`src/mrfvle_pkg.sv`:
```
package mrfvle_pkg;

  localparam int STEPS         = 32;
  localparam int MAX_TRIANGLES = 16;

  localparam int STEP_W   = 6;
  localparam int CNT_W    = 7;
  localparam int LIN_W    = 13;
  localparam int QUAD_W   = 18;
  localparam int GAIN_W   = 24;
  localparam int ENERGY_W = 48;
  localparam int HALF_W   = 18;
  localparam int DSQ_W    = 2 * STEP_W;
  localparam int DL_W     = STEP_W + LIN_W;
  localparam int MT_W     = GAIN_W + DSQ_W;
  localparam int NT_W     = GAIN_W + HALF_W + 1;

  localparam int ADDR_W = 3;
  localparam int DATA_W = 32;

  localparam int JQ_DEPTH = 2;
  localparam int JQ_AW    = $clog2(JQ_DEPTH);
  localparam int RQ_DEPTH = 8;
  localparam int RQ_AW    = $clog2(RQ_DEPTH);

  localparam logic [STEP_W-1:0] LAST_STEP = STEP_W'(STEPS - 1);
  localparam logic [CNT_W-1:0]  TRI_LIMIT = CNT_W'(MAX_TRIANGLES);

  // register index, taken from paddr[2]
  localparam logic REG_MEAN_GAIN      = 1'b0;
  localparam logic REG_NEIGHBOUR_GAIN = 1'b1;

  typedef struct packed {
    logic [STEP_W-1:0] vertex_mean;
    logic [STEP_W-1:0] neighbour_delta_a;
    logic [STEP_W-1:0] neighbour_delta_b;
    logic              has_triangle;
    logic              last_triangle;
  } in_item_t;

  typedef struct packed {
    logic [STEP_W-1:0]   step_index;
    logic [ENERGY_W-1:0] energy;
    logic                last_step;
  } out_item_t;

  typedef struct packed {
    logic [GAIN_W-1:0] mean_gain;
    logic [GAIN_W-1:0] neighbour_gain;
  } gains_t;

  // one vertex worth of accumulated sums
  typedef struct packed {
    logic [CNT_W-1:0]  tri_count;
    logic [LIN_W-1:0]  lin_sum;
    logic [QUAD_W-1:0] quad_sum;
    logic [STEP_W-1:0] mean;
  } job_t;

endpackage

```
`src/mrf_vertex_label_energy_unit.sv`:
```
// MRF vertex label energy unit. Items for one vertex arrive on the push side,
// one per cycle; each may carry one adjacent triangle (the two other corners'
// current steps) and the item flagged last_triangle closes the vertex. The
// front end folds triangles into running sums (count, b+c, b^2+c^2-bc),
// capped at MAX_TRIANGLES, and on the last item hands the sums plus that
// item's vertex_mean to a two-entry job queue, so the next vertex can stream
// in while the previous one is still being evaluated. The back end walks the
// candidate steps d = 0..STEPS-1 through a three-stage multiply pipeline,
// one energy per cycle while the result queue has room, into an eight-entry
// result queue; last_step marks d = STEPS-1. energy = mean_gain*(d-m)^2 +
// neighbour_gain*2*(T*d^2 + Q - d*L), clamped at 2^48-1. Throughput: one
// input item per cycle while the job queue has room; each vertex occupies
// the back end for a load state and then one step per cycle, so sustained
// rate is set by the single step pipeline and the consumer's pop rate. Gains
// sit at 0x00 (mean_gain) and 0x04 (neighbour_gain); write them only while
// the unit is idle.
module mrf_vertex_label_energy_unit (
  input  logic                          clk,
  input  logic                          rst,
  input  logic                          psel,
  input  logic                          penable,
  input  logic                          pwrite,
  input  logic [mrfvle_pkg::ADDR_W-1:0] paddr,
  input  logic [mrfvle_pkg::DATA_W-1:0] pwdata,
  output logic [mrfvle_pkg::DATA_W-1:0] prdata,
  output logic                          pready,
  input  logic                          push,
  input  mrfvle_pkg::in_item_t          in_item,
  output logic                          full,
  output logic                          empty,
  input  logic                          pop,
  output mrfvle_pkg::out_item_t         out_item
);
  import mrfvle_pkg::*;

  gains_t gains;
  job_t   fe_job, be_job;
  logic   jq_wr, jq_full, jq_rd, jq_empty;

  assign pready = 1'b1;

  // gain registers
  mrfvle_cfg u_cfg (
    .clk     (clk),
    .rst     (rst),
    .psel    (psel),
    .penable (penable),
    .pwrite  (pwrite),
    .paddr   (paddr),
    .pwdata  (pwdata),
    .prdata  (prdata),
    .gains   (gains)
  );

  // triangle accumulation; stalls only when the job queue is full
  mrfvle_front u_front (
    .clk      (clk),
    .rst      (rst),
    .push     (push),
    .in_item  (in_item),
    .full     (full),
    .job_full (jq_full),
    .job_push (jq_wr),
    .job      (fe_job)
  );

  // decouples accumulation from per-step evaluation
  mrfvle_job_queue u_jq (
    .clk    (clk),
    .rst    (rst),
    .wr     (jq_wr),
    .wr_job (fe_job),
    .full   (jq_full),
    .rd     (jq_rd),
    .empty  (jq_empty),
    .rd_job (be_job)
  );

  // step sequencer, energy pipeline and result queue
  mrfvle_back u_back (
    .clk       (clk),
    .rst       (rst),
    .gains     (gains),
    .job_empty (jq_empty),
    .job_head  (be_job),
    .job_pop   (jq_rd),
    .pop       (pop),
    .empty     (empty),
    .out_item  (out_item)
  );

endmodule

```
`src/mrfvle_cfg.sv`:
```
module mrfvle_cfg (
  input  logic                         clk,
  input  logic                         rst,
  input  logic                         psel,
  input  logic                         penable,
  input  logic                         pwrite,
  input  logic [mrfvle_pkg::ADDR_W-1:0] paddr,
  input  logic [mrfvle_pkg::DATA_W-1:0] pwdata,
  output logic [mrfvle_pkg::DATA_W-1:0] prdata,
  output mrfvle_pkg::gains_t           gains
);
  import mrfvle_pkg::*;

  logic wr_en;

  assign wr_en = psel & penable & pwrite;

  always_ff @(posedge clk) begin
    if (rst) begin
      gains.mean_gain      <= GAIN_W'(8388608);
      gains.neighbour_gain <= GAIN_W'(2796203);
    end else if (wr_en) begin
      unique case (paddr[2])
        REG_MEAN_GAIN:      gains.mean_gain      <= pwdata[GAIN_W-1:0];
        REG_NEIGHBOUR_GAIN: gains.neighbour_gain <= pwdata[GAIN_W-1:0];
        default:            gains.mean_gain      <= gains.mean_gain;
      endcase
    end
  end

  always_comb begin
    unique case (paddr[2])
      REG_MEAN_GAIN:      prdata = DATA_W'(gains.mean_gain);
      REG_NEIGHBOUR_GAIN: prdata = DATA_W'(gains.neighbour_gain);
      default:            prdata = '0;
    endcase
  end

endmodule

```
`src/mrfvle_front.sv`:
```
module mrfvle_front (
  input  logic                 clk,
  input  logic                 rst,
  input  logic                 push,
  input  mrfvle_pkg::in_item_t in_item,
  output logic                 full,
  input  logic                 job_full,
  output logic                 job_push,
  output mrfvle_pkg::job_t     job
);
  import mrfvle_pkg::*;

  logic [CNT_W-1:0]  tri_count;
  logic [LIN_W-1:0]  lin_sum;
  logic [QUAD_W-1:0] quad_sum;

  logic [CNT_W-1:0]  tri_count_next;
  logic [LIN_W-1:0]  lin_sum_next;
  logic [QUAD_W-1:0] quad_sum_next;

  logic              accept;
  logic              add_ok;
  logic [12:0]       b13, c13, quad_inc;

  assign full   = job_full;
  assign accept = push & ~full;
  assign add_ok = in_item.has_triangle & (tri_count < TRI_LIMIT);

  // b^2 + c^2 - bc is never negative
  assign b13      = 13'(in_item.neighbour_delta_a);
  assign c13      = 13'(in_item.neighbour_delta_b);
  assign quad_inc = b13 * b13 + c13 * c13 - b13 * c13;

  always_comb begin
    tri_count_next = tri_count;
    lin_sum_next   = lin_sum;
    quad_sum_next  = quad_sum;
    if (add_ok) begin
      tri_count_next = tri_count + CNT_W'(1);
      lin_sum_next   = lin_sum + LIN_W'(b13) + LIN_W'(c13);
      quad_sum_next  = quad_sum + QUAD_W'(quad_inc);
    end
  end

  assign job_push      = accept & in_item.last_triangle;
  assign job.tri_count = tri_count_next;
  assign job.lin_sum   = lin_sum_next;
  assign job.quad_sum  = quad_sum_next;
  assign job.mean      = in_item.vertex_mean;

  always_ff @(posedge clk) begin
    if (rst) begin
      tri_count <= '0;
      lin_sum   <= '0;
      quad_sum  <= '0;
    end else if (accept) begin
      if (in_item.last_triangle) begin
        tri_count <= '0;
        lin_sum   <= '0;
        quad_sum  <= '0;
      end else begin
        tri_count <= tri_count_next;
        lin_sum   <= lin_sum_next;
        quad_sum  <= quad_sum_next;
      end
    end
  end

endmodule

```
`src/mrfvle_job_queue.sv`:
```
module mrfvle_job_queue (
  input  logic             clk,
  input  logic             rst,
  input  logic             wr,
  input  mrfvle_pkg::job_t wr_job,
  output logic             full,
  input  logic             rd,
  output logic             empty,
  output mrfvle_pkg::job_t rd_job
);
  import mrfvle_pkg::*;

  job_t               slots [JQ_DEPTH];
  logic [JQ_AW-1:0]   wr_ptr, rd_ptr;
  logic [JQ_AW:0]     count;
  logic               do_wr, do_rd;

  assign full   = (count == (JQ_AW+1)'(JQ_DEPTH));
  assign empty  = (count == '0);
  assign do_wr  = wr & ~full;
  assign do_rd  = rd & ~empty;
  assign rd_job = slots[rd_ptr];

  always_ff @(posedge clk) begin
    if (do_wr) begin
      slots[wr_ptr] <= wr_job;
    end
  end

  always_ff @(posedge clk) begin
    if (rst) begin
      wr_ptr <= '0;
      rd_ptr <= '0;
      count  <= '0;
    end else begin
      if (do_wr) begin
        wr_ptr <= (wr_ptr == JQ_AW'(JQ_DEPTH - 1)) ? '0 : wr_ptr + JQ_AW'(1);
      end
      if (do_rd) begin
        rd_ptr <= (rd_ptr == JQ_AW'(JQ_DEPTH - 1)) ? '0 : rd_ptr + JQ_AW'(1);
      end
      count <= count + (JQ_AW+1)'(do_wr) - (JQ_AW+1)'(do_rd);
    end
  end

endmodule

```
`src/mrfvle_back.sv`:
```
module mrfvle_back (
  input  logic                  clk,
  input  logic                  rst,
  input  mrfvle_pkg::gains_t    gains,
  input  logic                  job_empty,
  input  mrfvle_pkg::job_t      job_head,
  output logic                  job_pop,
  input  logic                  pop,
  output logic                  empty,
  output mrfvle_pkg::out_item_t out_item
);
  import mrfvle_pkg::*;

  typedef enum logic [1:0] {
    ST_IDLE = 2'b01,
    ST_RUN  = 2'b10
  } state_t;

  state_t            state, state_next;
  job_t              cur;
  logic [STEP_W-1:0] step;
  logic              issue, issue_last, space_ok;

  // stage 1
  logic              v1, last1;
  logic [STEP_W-1:0] d1;
  logic [DSQ_W-1:0]  dsq1, dm2_1;
  logic [DL_W-1:0]   dl1;
  logic [CNT_W-1:0]  t1;
  logic [QUAD_W-1:0] q1;
  logic [STEP_W-1:0] dm;
  // stage 2
  logic              v2, last2;
  logic [STEP_W-1:0] d2;
  logic [HALF_W-1:0] half2;
  logic [MT_W-1:0]   mt2;
  logic [19:0]       half_wide;
  // stage 3
  logic              v3, last3;
  logic [STEP_W-1:0] d3;
  logic [MT_W-1:0]   mt3;
  logic [NT_W-1:0]   nt3;
  logic [ENERGY_W:0] esum;

  // result queue
  out_item_t         rq [RQ_DEPTH];
  logic [RQ_AW-1:0]  rq_wr_ptr, rq_rd_ptr;
  logic [RQ_AW:0]    rq_count;
  logic [RQ_AW+1:0]  committed;
  logic              rq_rd;

  // reserve queue room for everything in flight
  assign committed = (RQ_AW+2)'(rq_count) + (RQ_AW+2)'(v1) + (RQ_AW+2)'(v2)
                     + (RQ_AW+2)'(v3);
  assign space_ok  = committed < (RQ_AW+2)'(RQ_DEPTH);

  always_comb begin
    state_next = state;
    job_pop    = 1'b0;
    issue      = 1'b0;
    unique case (state)
      ST_IDLE: begin
        if (!job_empty) begin
          job_pop    = 1'b1;
          state_next = ST_RUN;
        end
      end
      ST_RUN: begin
        issue = space_ok;
        if (space_ok && step == LAST_STEP) begin
          state_next = ST_IDLE;
        end
      end
      default: state_next = ST_IDLE;
    endcase
  end

  assign issue_last = issue & (step == LAST_STEP);

  always_ff @(posedge clk) begin
    if (rst) begin
      state <= ST_IDLE;
      step  <= '0;
    end else begin
      state <= state_next;
      if (job_pop) begin
        step <= '0;
      end else if (issue) begin
        step <= step + STEP_W'(1);
      end
    end
  end

  always_ff @(posedge clk) begin
    if (job_pop) begin
      cur <= job_head;
    end
  end

  assign dm = (step > cur.mean) ? step - cur.mean : cur.mean - step;

  always_ff @(posedge clk) begin
    if (rst) begin
      v1 <= 1'b0;
      v2 <= 1'b0;
      v3 <= 1'b0;
    end else begin
      v1 <= issue;
      v2 <= v1;
      v3 <= v2;
    end
  end

  // half = T*d^2 + Q - d*L, sum of non-negative per-triangle terms
  assign half_wide = 20'(t1) * 20'(dsq1) + 20'(q1) - 20'(dl1);

  always_ff @(posedge clk) begin
    d1    <= step;
    last1 <= issue_last;
    dsq1  <= DSQ_W'(step) * DSQ_W'(step);
    dm2_1 <= DSQ_W'(dm) * DSQ_W'(dm);
    dl1   <= DL_W'(step) * DL_W'(cur.lin_sum);
    t1    <= cur.tri_count;
    q1    <= cur.quad_sum;

    d2    <= d1;
    last2 <= last1;
    half2 <= half_wide[HALF_W-1:0];
    mt2   <= MT_W'(gains.mean_gain) * MT_W'(dm2_1);

    d3    <= d2;
    last3 <= last2;
    mt3   <= mt2;
    nt3   <= NT_W'(gains.neighbour_gain) * NT_W'({half2, 1'b0});
  end

  assign esum = (ENERGY_W+1)'(mt3) + (ENERGY_W+1)'(nt3);

  always_ff @(posedge clk) begin
    if (v3) begin
      rq[rq_wr_ptr].step_index <= d3;
      rq[rq_wr_ptr].energy     <= esum[ENERGY_W] ? '1 : esum[ENERGY_W-1:0];
      rq[rq_wr_ptr].last_step  <= last3;
    end
  end

  assign empty    = (rq_count == '0);
  assign rq_rd    = pop & ~empty;
  assign out_item = rq[rq_rd_ptr];

  always_ff @(posedge clk) begin
    if (rst) begin
      rq_wr_ptr <= '0;
      rq_rd_ptr <= '0;
      rq_count  <= '0;
    end else begin
      if (v3) begin
        rq_wr_ptr <= (rq_wr_ptr == RQ_AW'(RQ_DEPTH - 1)) ? '0 : rq_wr_ptr + RQ_AW'(1);
      end
      if (rq_rd) begin
        rq_rd_ptr <= (rq_rd_ptr == RQ_AW'(RQ_DEPTH - 1)) ? '0 : rq_rd_ptr + RQ_AW'(1);
      end
      rq_count <= rq_count + (RQ_AW+1)'(v3) - (RQ_AW+1)'(rq_rd);
    end
  end

  a_rq_bound: assert property (@(posedge clk) disable iff (rst)
    committed <= (RQ_AW+2)'(RQ_DEPTH))
    else $error("result queue over-committed");

  a_last_ends_run: assert property (@(posedge clk) disable iff (rst)
    issue_last |=> state == ST_IDLE)
    else $error("run continued past last step");

  a_pop_only_idle: assert property (@(posedge clk) disable iff (rst)
    job_pop |-> state == ST_IDLE && !v1 || state == ST_IDLE)
    else $error("job taken while a run is active");

  a_last_tag: assert property (@(posedge clk) disable iff (rst)
    v3 && last3 |-> d3 == LAST_STEP)
    else $error("last flag on wrong step");

endmodule

```
`config.mk`:
```
export PLATFORM = sky130hd
export DESIGN_NAME = mrf_vertex_label_energy_unit
export DESIGN_NICKNAME = d
export VERILOG_FILES = /design/src/mrfvle_pkg.sv /design/src/mrf_vertex_label_energy_unit.sv /design/src/mrfvle_cfg.sv /design/src/mrfvle_front.sv /design/src/mrfvle_job_queue.sv /design/src/mrfvle_back.sv
export SDC_FILE = /design/constraint.sdc
export NUM_CORES = 2
export LEC_CHECK = 0
export ABC_CLOCK_PERIOD_IN_PS = 10200
export BUFFER_PORTS_ARGS = -buffer_cell sky130_fd_sc_hd__buf_2
export CORE_MARGIN = 2
export CORE_UTILIZATION = 62
export CTS_CLUSTER_SIZE = 30
export DETAILED_ROUTE_END_ITERATION = 8
export PLACE_DENSITY = 0.8
export SETUP_SLACK_MARGIN = 0.4
export SKIP_LAST_GASP = 1
export SLEW_MARGIN = 10
export SYNTH_ARGS = -nofsm -noshare
export SYNTH_HDL_FRONTEND = slang
export SYNTH_SLANG_ARGS = --single-unit
```
`constraint.sdc`:
```
create_clock -name clk -period 10.2 [get_ports clk]
set_input_delay 1.02 -clock clk [delete_from_list [all_inputs] [get_ports clk]]
set_output_delay 1.02 -clock clk [all_outputs]
set_load 0.01 [all_outputs]
```
==> results.rst <==
.. list-table::
   :header-rows: 1

   * - Metric
     - Value
   * - Wire length per cell after detailed routing
     - 20.26 um
   * - Synth area leaders
     - edfxtp_1 25%, fa_1 23%, dfxtp_1 10%, ha_1 8.6%, inv_1 5.2%
   * - Initial Util
     - 62.64%
   * - Clock root cell
     - clkbuf_16
   * - Crit path required time
     - 10790 ps
   * - Portion of the post-synthesis area used by sequential elements
     - 35.18%
   * - Worst-case reg-to-reg path depth
     - 21
   * - GRT Residual Overflow
     - 0
   * - Die Span Y
     - 327.6 um
   * - Number of antenna violations at the first check in global routing
     - 3
   * - Core Area
     - 103600 sq um
   * - Site row count
     - 118
   * - Total Routed Length
     - 149.1 mm
   * - Leading post-synthesis cells by instance count
     - 896 x inv_1, 834 x nand2_1, 743 x fa_1, 540 x edfxtp_1, 448 x ha_1
   * - Hold wc startpoint
     - u_back.d2[0]
   * - Worst setup EP type
     - flop
   * - Post-place instance area
     - 66660 sq um
   * - Fraction of synthesized cell area taken by the top area cell type
     - 24.98%
   * - Clk_lat worst skew
     - 700 ps
   * - Count of synthesis-stage warnings from yosys
     - 0
   * - ANT nets after route
     - 0
   * - Startpoint of the lowest-slack register-to-register path
     - u_back.half2[4]
   * - Number of setup buffers added after CTS
     - 0
   * - DR pass1 iterations
     - 6
   * - Filler-free cell count of the finished design
     - 7361
   * - Most repeated cell in the gate-level netlist after synthesis
     - inv_1
   * - Tcrit/Tclk final
     - 71.00%
   * - Via-to-Cell Ratio
     - 5.832
   * - Total I/O pin count
     - 152
   * - DIE AREA
     - 107300 sq um
   * - Busiest grt layer
     - met2
   * - Number of hold-repair buffers added at the cts stage
     - 0
   * - Primary FF master, synth
     - edfxtp_1
   * - Maximum buffer depth of the clock tree
     - 3
   * - Proportion of synthesized flip-flops having asynchronous set or reset
     - 0%
   * - Most repeated library cell on the critical path
     - fa_1
   * - Final GP Congestion
     - 0.9078
   * - Number of cells on the worst hold path
     - 0
   * - Number of filler instances in the final layout
     - 7339
   * - H-Tree Level Count
     - 3
   * - First-pass GRT wire length
     - 241.9 mm
   * - Unrepaired setup endpoints after global routing
     - false
   * - Total clock sinks
     - 871
   * - Remaining routing DRC violations
     - 0
   * - Status
     - finished, final reports clean
   * - Number of diodes added for antenna fixing
     - 0
   * - Setup TNS after final layout
     - 0 ps
   * - Worst min-delay path category
     - reg2reg
   * - Final worst-path setup slack
     - 2958 ps
   * - Crit-path max cell delay
     - 670 ps
   * - Final setup viols
     - 0
   * - Met3 usage in global routing
     - 3.907%
   * - Synth Instances
     - 5911
   * - Cell with the biggest individual delay on the critical path
     - or4b_2
   * - Worst setup SP type
     - primary input
   * - Distinct cells, synth
     - 82
   * - Largest net degree at the start of global routing
     - 79
   * - Nets@finish
     - 7163
   * - Remaining max-slew budget at the tightest pin
     - 11.28%
   * - First element of the critical path
     - in_item[8]
   * - Syn Std Cell Area
     - 64920 sq um
   * - Worst Setup Slack post-DPL
     - 2329 ps
   * - Register bit count reported by yosys
     - 871
   * - Placed cell count
     - 7203
   * - Area delta synth->final
     - 7.306%
   * - Total vias in the final route
     - 42928
   * - Class of the most critical setup path
     - in2reg
   * - Met2 GRT Util
     - 50.41%
   * - Max Fanout on Critical Path
     - 13
   * - Mapped Avg Cell Area
     - 10.98 sq um
   * - Data arrival time of the worst path
     - 7830 ps
   * - Input/output buffers
     - 128
   * - Die Width
     - 327.6 um
   * - Number of flops mapped to enable cells by yosys
     - 540
   * - Number of gates resized after CTS
     - 0
   * - Peak clock frequency supported by timing
     - 0.1381 GHz
   * - Minimum clock period
     - 7242 ps
   * - Final HPWL DP
     - 106.1 mm
   * - Met1 layer usage reported by global route
     - 34.77%
   * - Aggregate global-route resource usage
     - 28.79%
   * - Final-report max-slew violation count
     - 0
   * - Area leader, netlist
     - edfxtp_1
   * - MaxCap Viol Count
     - 0
   * - Clock transition at the registers of the reported paths
     - 70 ps
   * - Final instance area
     - 69660 sq um
   * - Detailed Route Iter0 Violations
     - 3435
   * - Number of global-route vias before repair
     - 46056
   * - Fraction of layout instances using a drive strength above 1
     - 9.714%
   * - Worst clock skew
     - 50.19 ps
   * - Clock tree from TritonCTS
     - yes
   * - Transition time at the pin with the least slew margin
     - 1329 ps
   * - Final hold viol count
     - 0
   * - Num CTS Buffers
     - 85
-- metrics by stage --
stage	util (%)	hold WS, ps
floorplan	-	309.6
finish	67.21	285.0
global route	67.21	303.7
CTS	67.21	287.3
global placement	64.31	311.1
detailed placement	64.31	312.1
-- critical path: cells and delay by family --
family / cells / cell delay, ps
adder cells (fa/ha/maj): 7 / 2830
AND/OR/NAND/NOR: 8 / 2110
XOR/XNOR: 1 / 110
buffers and inverters: 4 / 340
AO/OA/AOI/OAI: 8 / 1400
-- sequential cells by signal (all words and copies together) (netlist names), 36 cells and up, named ones only --
register     cells
u_back.nt3      42
u_jq.slots      88
u_back.rq      408
u_back.mt3      36
u_back.mt2      36
u_cfg.gains     48
u_back.cur      44
-- metal layers --
| layer | vias to the layer above | wire length, um |
|---|---|---|
| li1 | 19196 | - |
| met1 | 21628 | 55830 |
| met2 | 1694 | 75490 |
| met3 | 410 | 9234 |
| met4 | 0 | 8589 |
| met5 | - | 0 |
-- logic make-up (layout without fill, tap and decap cells) --
logic type / after synthesis / in the layout / synth area share, %
buf+inv: 1164 / 1221 / 6.811
flops: 871 / 871 / 35.18
simple gates: 1639 / 1639 / 11.79
xor+xnor: 212 / 212 / 2.872
mux: 234 / 234 / 5.807
fa+ha+maj: 1191 / 1191 / 31.55
compound gates: 598 / 598 / 5.980
other cells: 2 / 15 / 0.01157
-- final timing paths --
path	to	slack, ps
setup reg to reg	u_back.nt3[40]	3070
hold / removal	u_back.d3[0]	290
setup / recovery	u_front.quad_sum[17]	2960
hold reg to reg	u_back.d3[0]	290
-- area by class of cell --
class,instances,area (sq um),area share (%)
tap,1380,1727,2.479
multi-input combinational,3889,37780,54.23
clock inverter,47,656.9,0.9429
timing repair buffer,167,935.9,1.343
sequential,871,22850,32.81
inverter,896,3363,4.828
clock buffer,111,2346,3.368
-- cell usage in the layout, fill, tap and decap left out, types with 24 or more instances in the layout --
cell / instances
nor2b_1: 36
clkbuf_16: 86
buf_4: 40
a21o_1: 71
xor2_1: 57
nand2_1: 834
and2_1: 350
buf_2: 127
a21oi_1: 211
edfxtp_1: 540
mux4_2: 102
nand2b_1: 26
o21a_1: 24
inv_1: 895
xnor2_1: 154
o21ai_0: 86
nor2_1: 171
dfxtp_1: 325
o21bai_1: 37
nor3_1: 37
ha_1: 448
fa_1: 743
mux2_2: 120
nand3_1: 74
Power is not shown: default switching activity piles up to over one toggle a cycle in this logic, so the estimate is an artifact.
